--- src/rtl/rgb2hsv_pkg.sv ---
// rgb2hsv_pkg: widths, constants and shared types of the RGB to HSV converter.
// Used by the channel interfaces and the top level; no dependencies.
`timescale 1ns / 1ps

package rgb2hsv_pkg;

	localparam int CHANNEL_BITS      = 8;
	localparam int HUE_FRACTION_BITS = 6;

	// fixed field widths of the words on the ports
	localparam int PIX_BITS = 8;
	localparam int HUE_BITS = 15;
	localparam int SAT_BITS = 8;
	localparam int BRT_BITS = 8;

	localparam int SECTOR  = 60 << HUE_FRACTION_BITS;
	localparam int CIRCLE  = 6 * SECTOR;
	localparam int HS_BITS = $clog2(CIRCLE + 1);

	// quotient widths: hue part never exceeds SECTOR, saturation never exceeds full scale
	localparam int HQ_BITS = $clog2(SECTOR + 1);
	localparam int SQ_BITS = CHANNEL_BITS;
	localparam int HN_BITS = CHANNEL_BITS + HQ_BITS;
	localparam int SN_BITS = 2 * CHANNEL_BITS;

	localparam int STEPS_PER_STAGE = 2;
	localparam int DIV_STAGES      = (HQ_BITS + STEPS_PER_STAGE - 1) / STEPS_PER_STAGE;

	typedef logic [CHANNEL_BITS-1:0] chan_t;

	typedef enum logic [1:0] {
		SEC_RED   = 2'd0,
		SEC_GREEN = 2'd1,
		SEC_BLUE  = 2'd2
	} sector_t;

	typedef struct packed {
		chan_t   mx;
		chan_t   delta;
		chan_t   mag;
		sector_t sector;
		logic    neg;
	} cls_t;

	typedef struct packed {
		chan_t              mx;
		chan_t              delta;
		sector_t            sector;
		logic               neg;
		chan_t              hrem;
		logic [HQ_BITS-1:0] hnq;
		chan_t              srem;
		logic [SQ_BITS-1:0] snq;
	} div_st_t;

	typedef struct packed {
		logic [HUE_BITS-1:0] hue;
		logic [SAT_BITS-1:0] saturation;
		logic [BRT_BITS-1:0] brightness;
	} hsv_t;

	// one restoring division step: returns {quotient bit, new remainder}
	function automatic logic [CHANNEL_BITS:0] rem_step(input chan_t rem, input logic nbit,
			input chan_t d);
		logic [CHANNEL_BITS:0] t;
		logic [CHANNEL_BITS:0] dd;
		logic [CHANNEL_BITS:0] diff;
		t    = {rem, nbit};
		dd   = {1'b0, d};
		diff = t - dd;
		if (t >= dd) begin
			return {1'b1, diff[CHANNEL_BITS-1:0]};
		end
		return {1'b0, t[CHANNEL_BITS-1:0]};
	endfunction

endpackage

--- src/rtl/rgb2hsv_if.sv ---
// rgb2hsv_if: valid/ready channels of the converter, pixel words in, HSV words out.
// Depends on rgb2hsv_pkg.
`timescale 1ns / 1ps

interface rgb2hsv_pix_if;
	import rgb2hsv_pkg::*;

	logic                valid;
	logic                ready;
	logic [PIX_BITS-1:0] red;
	logic [PIX_BITS-1:0] green;
	logic [PIX_BITS-1:0] blue;

	modport source (output valid, red, green, blue, input ready);
	modport sink (input valid, red, green, blue, output ready);
endinterface

interface rgb2hsv_hsv_if;
	import rgb2hsv_pkg::*;

	logic                valid;
	logic                ready;
	logic [HUE_BITS-1:0] hue;
	logic [SAT_BITS-1:0] saturation;
	logic [BRT_BITS-1:0] brightness;

	modport source (output valid, hue, saturation, brightness, input ready);
	modport sink (input valid, hue, saturation, brightness, output ready);
endinterface

--- src/rtl/rgb_to_hsv_converter.sv ---
// rgb_to_hsv_converter: pipelined RGB to HSV conversion, one pixel word per cycle unless hsv stalls.
// Depends on rgb2hsv_pkg and the channels in rgb2hsv_if.sv.
//
//   channel  dir  word
//   pix      in   red, green, blue (8b each)
//   hsv      out  hue (15b, 1/64 deg), saturation (8b), brightness (8b)
//
// Throughput one word per cycle unless hsv stalls; the stages are classify, six stages of two
// restoring division steps each for hue and saturation side by side, and compose.
// The hue divide (12 quotient bits) sets the pipeline depth.
// Reset clears the stage valid bits only.
// Each stage has its own enable, so bubbles close up under an output stall and
// pix.ready stays high while any stage is empty.
`timescale 1ns / 1ps

module rgb_to_hsv_converter (
	input  logic          clk,
	input  logic          arst_n,
	rgb2hsv_pix_if.sink   pix,
	rgb2hsv_hsv_if.source hsv
);
	import rgb2hsv_pkg::*;

	cls_t    cls_d;
	cls_t    cls_s1;
	logic    cls_v_s1;
	div_st_t div_init;
	div_st_t div_d [DIV_STAGES];
	div_st_t div_s [DIV_STAGES];
	logic    div_v_s [DIV_STAGES];
	hsv_t    hsv_d;
	hsv_t    hsv_s8;
	logic    hsv_v_s8;

	logic en_cls;
	logic en_div [DIV_STAGES];
	logic en_out;

	// stage enables, back to front
	always_comb begin
		en_out = !hsv_v_s8 || hsv.ready;
		en_div[DIV_STAGES-1] = !div_v_s[DIV_STAGES-1] || en_out;
		for (int k = DIV_STAGES - 2; k >= 0; k--) begin
			en_div[k] = !div_v_s[k] || en_div[k+1];
		end
		en_cls = !cls_v_s1 || en_div[0];
	end

	assign pix.ready = en_cls;

	// classify: max, min, sector and signed difference
	always_comb begin
		chan_t r;
		chan_t g;
		chan_t b;
		chan_t mn;
		chan_t opa;
		chan_t opb;
		r = CHANNEL_BITS'(pix.red);
		g = CHANNEL_BITS'(pix.green);
		b = CHANNEL_BITS'(pix.blue);
		mn = r;
		if (g < mn) mn = g;
		if (b < mn) mn = b;
		if (r >= g && r >= b) begin
			cls_d.sector = SEC_RED;
			cls_d.mx = r;
			opa = g;
			opb = b;
		end else if (g >= b) begin
			cls_d.sector = SEC_GREEN;
			cls_d.mx = g;
			opa = b;
			opb = r;
		end else begin
			cls_d.sector = SEC_BLUE;
			cls_d.mx = b;
			opa = r;
			opb = g;
		end
		cls_d.delta = cls_d.mx - mn;
		cls_d.neg = opa < opb;
		cls_d.mag = cls_d.neg ? opb - opa : opa - opb;
	end

	always_ff @(posedge clk or negedge arst_n) begin
		if (!arst_n) begin
			cls_v_s1 <= 1'b0;
		end else if (en_cls) begin
			cls_v_s1 <= pix.valid;
		end
	end

	always_ff @(posedge clk) begin
		if (en_cls) begin
			cls_s1 <= cls_d;
		end
	end

	// numerators: SECTOR*mag over delta, FULL*delta over max
	always_comb begin
		logic [HN_BITS-1:0] hn;
		logic [SN_BITS-1:0] sn;
		hn = HN_BITS'(SECTOR) * HN_BITS'(cls_s1.mag);
		sn = (SN_BITS'(cls_s1.delta) << CHANNEL_BITS) - SN_BITS'(cls_s1.delta);
		div_init.mx     = cls_s1.mx;
		div_init.delta  = cls_s1.delta;
		div_init.sector = cls_s1.sector;
		div_init.neg    = cls_s1.neg;
		div_init.hrem   = hn[HN_BITS-1:HQ_BITS];
		div_init.hnq    = hn[HQ_BITS-1:0];
		div_init.srem   = sn[SN_BITS-1:CHANNEL_BITS];
		div_init.snq    = sn[CHANNEL_BITS-1:0];
	end

	always_comb begin
		div_st_t               st;
		logic [CHANNEL_BITS:0] hs;
		logic [CHANNEL_BITS:0] ss;
		hs = '0;
		ss = '0;
		st = div_init;
		for (int k = 0; k < DIV_STAGES; k++) begin
			for (int j = 0; j < STEPS_PER_STAGE; j++) begin
				if (k * STEPS_PER_STAGE + j < HQ_BITS) begin
					hs = rem_step(st.hrem, st.hnq[HQ_BITS-1], st.delta);
					st.hrem = hs[CHANNEL_BITS-1:0];
					st.hnq = {st.hnq[HQ_BITS-2:0], hs[CHANNEL_BITS]};
				end
				if (k * STEPS_PER_STAGE + j < SQ_BITS) begin
					ss = rem_step(st.srem, st.snq[SQ_BITS-1], st.mx);
					st.srem = ss[CHANNEL_BITS-1:0];
					st.snq = {st.snq[SQ_BITS-2:0], ss[CHANNEL_BITS]};
				end
			end
			div_d[k] = st;
			if (k < DIV_STAGES - 1) st = div_s[k];
		end
	end

	always_ff @(posedge clk or negedge arst_n) begin
		if (!arst_n) begin
			for (int k = 0; k < DIV_STAGES; k++) begin
				div_v_s[k] <= 1'b0;
			end
		end else begin
			if (en_div[0]) div_v_s[0] <= cls_v_s1;
			for (int k = 1; k < DIV_STAGES; k++) begin
				if (en_div[k]) div_v_s[k] <= div_v_s[k-1];
			end
		end
	end

	always_ff @(posedge clk) begin
		for (int k = 0; k < DIV_STAGES; k++) begin
			if (en_div[k]) div_s[k] <= div_d[k];
		end
	end

	// compose: sector offset plus or minus the quotient, wrap negative red hues
	always_comb begin
		div_st_t            last;
		logic [HS_BITS-1:0] q;
		logic [HS_BITS-1:0] base;
		logic [HS_BITS-1:0] hsum;
		last = div_s[DIV_STAGES-1];
		q = HS_BITS'(last.hnq);
		case (last.sector)
			SEC_RED:   base = (last.neg && q != '0) ? HS_BITS'(CIRCLE) : '0;
			SEC_GREEN: base = HS_BITS'(2 * SECTOR);
			default:   base = HS_BITS'(4 * SECTOR);
		endcase
		hsum = last.neg ? base - q : base + q;
		if (last.delta == '0) hsum = '0;
		hsv_d.hue        = HUE_BITS'(hsum);
		hsv_d.saturation = (last.mx == '0) ? '0 : SAT_BITS'(last.snq);
		hsv_d.brightness = BRT_BITS'(last.mx);
	end

	always_ff @(posedge clk or negedge arst_n) begin
		if (!arst_n) begin
			hsv_v_s8 <= 1'b0;
		end else if (en_out) begin
			hsv_v_s8 <= div_v_s[DIV_STAGES-1];
		end
	end

	always_ff @(posedge clk) begin
		if (en_out) begin
			hsv_s8 <= hsv_d;
		end
	end

	assign hsv.valid      = hsv_v_s8;
	assign hsv.hue        = hsv_s8.hue;
	assign hsv.saturation = hsv_s8.saturation;
	assign hsv.brightness = hsv_s8.brightness;

	a_accept_lands: assert property (@(posedge clk) disable iff (!arst_n)
		pix.valid && pix.ready |=> cls_v_s1)
		else $error("accepted pixel word did not reach stage 1");

	a_s1_holds: assert property (@(posedge clk) disable iff (!arst_n)
		cls_v_s1 && !en_cls |=> cls_v_s1 && $stable(cls_s1))
		else $error("stage 1 word changed while stalled");

	a_black: assert property (@(posedge clk) disable iff (!arst_n)
		hsv.valid && hsv.brightness == '0 |-> hsv.saturation == '0 && hsv.hue == '0)
		else $error("black pixel with nonzero hue or saturation");

	a_hue_range: assert property (@(posedge clk) disable iff (!arst_n)
		hsv.valid |-> HS_BITS'(hsv.hue) < HS_BITS'(CIRCLE))
		else $error("hue out of range");

endmodule
--- src/flat_wrapper.sv ---
// flat-port wrapper written by rule: the top's interface ports become plain ports
module rgb_to_hsv_converter_flat import rgb2hsv_pkg::*;
  (clk, arst_n, pix_valid, pix_red, pix_green, pix_blue, pix_ready, hsv_valid, hsv_hue, hsv_saturation, hsv_brightness, hsv_ready);
  rgb2hsv_pix_if pix_i ();
  rgb2hsv_hsv_if hsv_i ();
  input  logic clk;
  input  logic arst_n;
  input wire logic [$bits(pix_i.valid)-1:0] pix_valid;
  input wire logic [$bits(pix_i.red)-1:0] pix_red;
  input wire logic [$bits(pix_i.green)-1:0] pix_green;
  input wire logic [$bits(pix_i.blue)-1:0] pix_blue;
  output wire logic [$bits(pix_i.ready)-1:0] pix_ready;
  output wire logic [$bits(hsv_i.valid)-1:0] hsv_valid;
  output wire logic [$bits(hsv_i.hue)-1:0] hsv_hue;
  output wire logic [$bits(hsv_i.saturation)-1:0] hsv_saturation;
  output wire logic [$bits(hsv_i.brightness)-1:0] hsv_brightness;
  input wire logic [$bits(hsv_i.ready)-1:0] hsv_ready;
  assign pix_i.valid = pix_valid;
  assign pix_i.red = pix_red;
  assign pix_i.green = pix_green;
  assign pix_i.blue = pix_blue;
  assign pix_ready = pix_i.ready;
  assign hsv_valid = hsv_i.valid;
  assign hsv_hue = hsv_i.hue;
  assign hsv_saturation = hsv_i.saturation;
  assign hsv_brightness = hsv_i.brightness;
  assign hsv_i.ready = hsv_ready;
  rgb_to_hsv_converter u_core (.clk(clk), .arst_n(arst_n), .pix(pix_i), .hsv(hsv_i));
endmodule
--- config.mk ---
export PLATFORM = sky130hd
export DESIGN_NAME = rgb_to_hsv_converter_flat
export DESIGN_NICKNAME = d
export VERILOG_FILES = /design/src/rtl/rgb2hsv_pkg.sv /design/src/rtl/rgb2hsv_if.sv /design/src/rtl/rgb_to_hsv_converter.sv /design/src/flat_wrapper.sv
export SDC_FILE = /design/constraint.sdc
export NUM_CORES = 1
export LEC_CHECK = 0
export BUFFER_PORTS_ARGS = -buffer_cell sky130_fd_sc_hd__buf_2
export CAP_MARGIN = 5
export CORE_MARGIN = 3
export CORE_UTILIZATION = 60
export DETAILED_ROUTE_END_ITERATION = 7
export GPL_TIMING_DRIVEN = 0
export MAX_ROUTING_LAYER = met4
export PLACE_DENSITY = 0.77
export SYNTH_ARGS = -nofsm -noshare
export SYNTH_HDL_FRONTEND = slang
export SYNTH_SLANG_ARGS = --single-unit
export TNS_END_PERCENT = 30
--- constraint.sdc ---
create_clock -name clk -period 8.4 [get_ports clk]
set_input_delay 1.26 -clock clk [delete_from_list [all_inputs] [get_ports clk]]
set_output_delay 1.26 -clock clk [all_outputs]
set_load 0.02 [all_outputs]
==> impl_metrics.ini, run 1 <==
[status]
outcome = completed

[global_route]
grt_use_total_pct = 22.4
grt_max_degree = 44
grt_overflow = 0
grt_first_pass_wirelength_mm = 70.6
grt_pass1_vias = 15100
antenna_found_initial = 0

[layout]
final_cells = 2572
final_cell_mix = 325 x edfxtp_1, 231 x ha_1, 196 x inv_1
final_common_cell = edfxtp_1
n_antenna_cell = 0
layout.nets = 2375
layout-drive-gt1-share_pct = 12.6
syn_to_final_growth_pct = 9.77

[sta]
setup_viol = 0
finalSetupTns_ps = 0
finClkSkew_ps = 10.3
grt_setup_unrepaired = no
max_freq_mhz = 141
tightest_slew_ps = 1050
drv_slew = 0
timing.final.crit_period_ps = 7080
relSlewSlack_pct = 30.2
fin_crit_sh_pct = 84.3
finalHoldViolCount = 0

[yosys]
synth-main-ff-cell = edfxtp_1
syn_avg_cell_area_um2 = 11.2
synth_nets = 2271
yosysTopAreaCell = edfxtp_1
synthDistinctLibCells = 86
async_flop_share_pct = 2.40
ys_ff_latch = 333
synth_top_area_share_pct = 44.1
syn-cell-area_mm2 = 0.0221
syn_inst = 1981
synth_edf_count = 325
synth_area_leaders = edfxtp_1 44%, ha_1 13%, mux2_2 4.7%
yosysWarnings = 0
yosysSeqAreaShare_pct = 45.0

[clock_tree]
cts_htree_levels = 2
clk_pin_slew_ps = 60
post_cts_resized = 0
clock_path_buffers = 3
post-cts-setup-buffers = 0
cts_sinks = 333
cts_tree = built
numCtsBuffers = 36
cts-root-buf = clkbuf_16
ctsHoldBuffers = 0
clk_latency_ps = 520

[setup_path]
crit_fanout = 10
startpoint_type = flip-flop
cp.required_ps = 8660
worstSetupPathType = flip-flop to flip-flop
endpoint_kind = flip-flop
arrival_ps = 7340

[route]
via_per_inst = 5.79
route.vias.total = 14900
dr.first_iter.drc_count = 756
ant_nets = 0
drtPass1Iterations = 5
drt-wirelength-per-cell_um = 16.7
drt-total-wl_mm = 43.0
remaining_drc_errors = 0

[floorplan]
ios = 61
dieArea_mm2 = 0.0392
floorplan.initialDensity_pct = 61.6
fp.coreArea_mm2 = 0.0359
die_w_um = 198
die_height_um = 198
rows = 69

[flow_run]
maxCapViolCount = 0

[place]
dp.cells = 2508
io_buffers = 60
dp_hpwl_mm = 33.6
place_congestion = 0.927

[min_path]
hp-class = flip-flop to flip-flop
-- path summary, 6_finish.rpt --
check / startpoint / endpoint / slack (ps) / cells after the start
max: u_core.cls_s1[3] / u_core.div_s[0][29] / 1320 / 25
min: u_core.div_s[4][51] / u_core.div_s[5][51] / 410 / 0
max reg2reg: u_core.cls_s1[3] / u_core.div_s[0][29] / 1320 / 25
min reg2reg: u_core.div_s[4][51] / u_core.div_s[5][51] / 410 / 0
max in group asynchronous: arst_n / u_core.div_v_s[1] / 7610 / 1
min in group asynchronous: arst_n / u_core.cls_v_s1 / 600 / 1
-- sequential cells by signal, indices dropped and copies added (netlist names) --
name	cells
u_core.cls_s1	27
u_core.cls_v_s1	1
u_core.div_s	267
u_core.div_v_s	6
u_core.hsv.brightness	8
u_core.hsv.hue	15
u_core.hsv.saturation	8
u_core.hsv.valid	1
-- Yosys cell counts, types with 36 or more instances --
| cell type | count |
|---|---|
| a21o_1 | 56 |
| a21oi_1 | 150 |
| edfxtp_1 | 325 |
| ha_1 | 231 |
| inv_1 | 197 |
| mux2_2 | 92 |
| mux2i_1 | 55 |
| nand2_1 | 65 |
| nor2_1 | 164 |
| nor2b_1 | 36 |
| o21ai_0 | 96 |
| xnor2_1 | 91 |
| xor2_1 | 36 |
-- critical path, cell delays in order, from the launching register on --
cell and delay, ps:
edfxtp_1 450, fa_1 610, fa_1 450, ha_1 300, a21o_1 180, a21oi_1 210, a21oi_1 140, o41ai_2 350
xnor2_1 230, ha_1 320, nand4_1 90, o22ai_1 80, a311oi_1 240, o2111a_1 280, buf_2 280, mux2i_1 350
ha_1 310, nor2b_1 150, o21ai_2 120, a21boi_1 120, o31ai_2 230, a21oi_1 160, a221o_1 360, buf_4 180
mux2_4 320, a211o_1 310
-- metal layers --
layer	part of all wire (%)	up-vias	wire length (um)	global-route usage, %
li1	-	7407	-	-
met1	43	7131	18400	26.5
met2	51	276	22000	40.5
met3	3.4	85	1470	3.03
met4	2.4	0	1010	6.13
met5	0	-	0	-
-- final cells by class --
type,count,area (um^2)
buffer,34,151
clock buffer,47,973
clock inverter,17,149
fill,2576,11600
inverter,199,759
multi-input combinational,1415,11300
sequential,333,9960
tap,461,577
timing repair buffer,66,450
-- logic make-up after synthesis --
kind of cell	Yosys count	synth area share (%)
AO/OA/AOI/OAI	436	12.6
XOR/XNOR	128	5.13
adder cells (fa/ha/maj)	262	15.9
buffers and inverters	233	4.12
flip-flops	333	45.0
multiplexers	148	7.24
AND/OR/NAND/NOR	441	10.0
-- per-stage QoR --
| step | util, % | cell area, um^2 | setup WS [ps] | hold WS, ps |
|---|---|---|---|---|
| after floorplan | - | 22100 | 2010 | 400 |
| after global placement | 64.0 | 23000 | 1430 | 401 |
| after detailed placement | 64.5 | 23200 | 1270 | 405 |
| after CTS | 67.6 | 24300 | 1300 | 416 |
| after global routing | 67.6 | 24300 | 823 | 414 |
| final | 67.6 | 24300 | 1320 | 413 |
Power of run 1 is not shown: default switching activity piles up to over one toggle a cycle in this logic, so the estimate is an artifact.
==> run 2, diff against run 1 <==
==> constraint.sdc (replaced) <==
create_clock -name clk -period 6.9 [get_ports clk]
set_input_delay 1.035 -clock clk [delete_from_list [all_inputs] [get_ports clk]]
set_output_delay 1.035 -clock clk [all_outputs]
set_load 0.02 [all_outputs]
==> impl_metrics.ini, run 2 (synthesized netlist as in run 1, its figures left out) <==
[clock_tree]
cts_sinks = 333
cts-root-buf = clkbuf_16
clk_pin_slew_ps = 60
cts_tree = built
ctsHoldBuffers = 0
numCtsBuffers = 36
cts_htree_levels = 2
clk_latency_ps = 510
clock_path_buffers = 3

[layout]
regMostFlops = u_core.div_s
fin_util_pct = 68.1
layout.nets = 2388
layout-drive-gt1-share_pct = 13.8
final_common_cell = edfxtp_1
num-fill-cells = 2546
register_area_mm2 = 0.00996
syn_to_final_growth_pct = 10.6
final_cell_mix = 325 x edfxtp_1, 230 x ha_1, 191 x inv_1
largest_reg_flops = 267
n_antenna_cell = 0
multiInputGateArea_mm2 = 0.0113

[route]
dr.first_iter.drc_count = 742
remaining_drc_errors = 0
route.vias.total = 15000
drt-wirelength-per-cell_um = 16.7
drt-total-wl_mm = 43.2
via_per_inst = 5.79
drtPass1Iterations = 4
ant_nets = 0

[place]
place_congestion = 0.927
dp_hpwl_mm = 33.6
io_buffers = 60

[global_route]
grt_overflow = 0
grt_use_total_pct = 22.5
grt_pass1_vias = 15100
grt_max_degree = 44
antenna_found_initial = 0
grt_first_pass_wirelength_mm = 70.6

[sta]
max_freq_mhz = 150
finClkSkew_ps = 9.09
tightest_slew_ps = 1040
relSlewSlack_pct = 30.6
drv_slew = 0
finalHoldViolCount = 0
setup_viol = 0
finalSetupTns_ps = 0
fin_crit_sh_pct = 96.7
timing.final.crit_period_ps = 6670

[floorplan]
dieArea_mm2 = 0.0392
rows = 69
die_w_um = 198
fp.coreArea_mm2 = 0.0359
die_height_um = 198
ios = 61
floorplan.initialDensity_pct = 61.6

[min_path]
hp-class = input pin to async pin

[setup_path]
cp.required_ps = 7160
worstReg2RegStart = u_core.cls_s1[4]
worstSetupPathType = flip-flop to flip-flop
arrival_ps = 6940
endpoint_kind = flip-flop
cp-startpoint = u_core.cls_s1[4]
startpoint_type = flip-flop
crit_fanout = 10

[flow_run]
maxCapViolCount = 0

[status]
outcome = completed
run 2: changes by cell type in the layout (fill, tap and decap cells not counted), sizes merged:
cell / delta
buf: +13
inv: -1
clkinvlp: +1
run 2: final timing paths:
path | end | slack, ps | cells past startpoint
worst max-delay path | u_core.div_s[0][29] | 230 | 26
worst min-delay path | u_core.cls_v_s1 | 370 | 1
worst max register to register | u_core.div_s[0][29] | 230 | 26
worst min register to register | u_core.div_s[5][51] | 410 | 0
max in group asynchronous | u_core.div_v_s[1] | 6330 | 1
min in group clk | u_core.div_s[5][51] | 410 | 0
run 2: routing by layer:
layer  vias up  track usage [%]  routed length [um]
li1       7442                -                   -
met1      7191             26.5               18600
met2       252             40.4               22300
met3        92             3.05                1390
met4         0             6.21                1020
met5         -                -                   0
run 2: area by class of cell:
class / count / share of cell area, %
multi-input combinational: 1415 / 46.3
sequential: 333 / 40.7
clock buffer: 47 / 3.98
inverter: 199 / 3.12
tap: 461 / 2.36
timing repair buffer: 79 / 2.24
buffer: 34 / 0.660
clock inverter: 17 / 0.608
run 2: critical path: stages (launching register included):
cell and delay [ps]:
edfxtp_1 440, fa_1 540, fa_1 540, inv_1 60, fa_1 420, nor2b_1 170, o21ai_2 80, a21oi_2 180
o41ai_2 80, xnor2_1 260, ha_1 300, nand4_1 100, o22ai_1 80, a311oi_1 250, o2111a_2 280, buf_8 160
mux2i_4 250, ha_1 270, nor2b_1 150, o21ai_2 120, a21boi_1 120, o31ai_2 300, a21oi_2 120, a221o_1 350
buf_4 180, mux2_4 320, a211o_1 310
run 2: stage by stage:
stage / hold WS (ps) / cell area, um^2 / std cells / worst slack [ps]
detailed placement: 405 / 23200 / 2508 / -198
global placement: 401 / 23000 / 2502 / -47.6
global route: 365 / 24500 / 2585 / -93.7
floorplan: 400 / 22100 / 1981 / 510
finish: 371 / 24500 / 2585 / 226
CTS: 360 / 24300 / 2574 / 4.77
run 2: what timing repair did:
item                                    in CTS  in global routing
endpoints found under the setup margin       2                  9
hold endpoints to repair                     0                  0
setup buffers                                2                 11
pin swaps                                    2                  7
gates resized for setup                      3                 18
Power of run 2 is left out for the same reason.
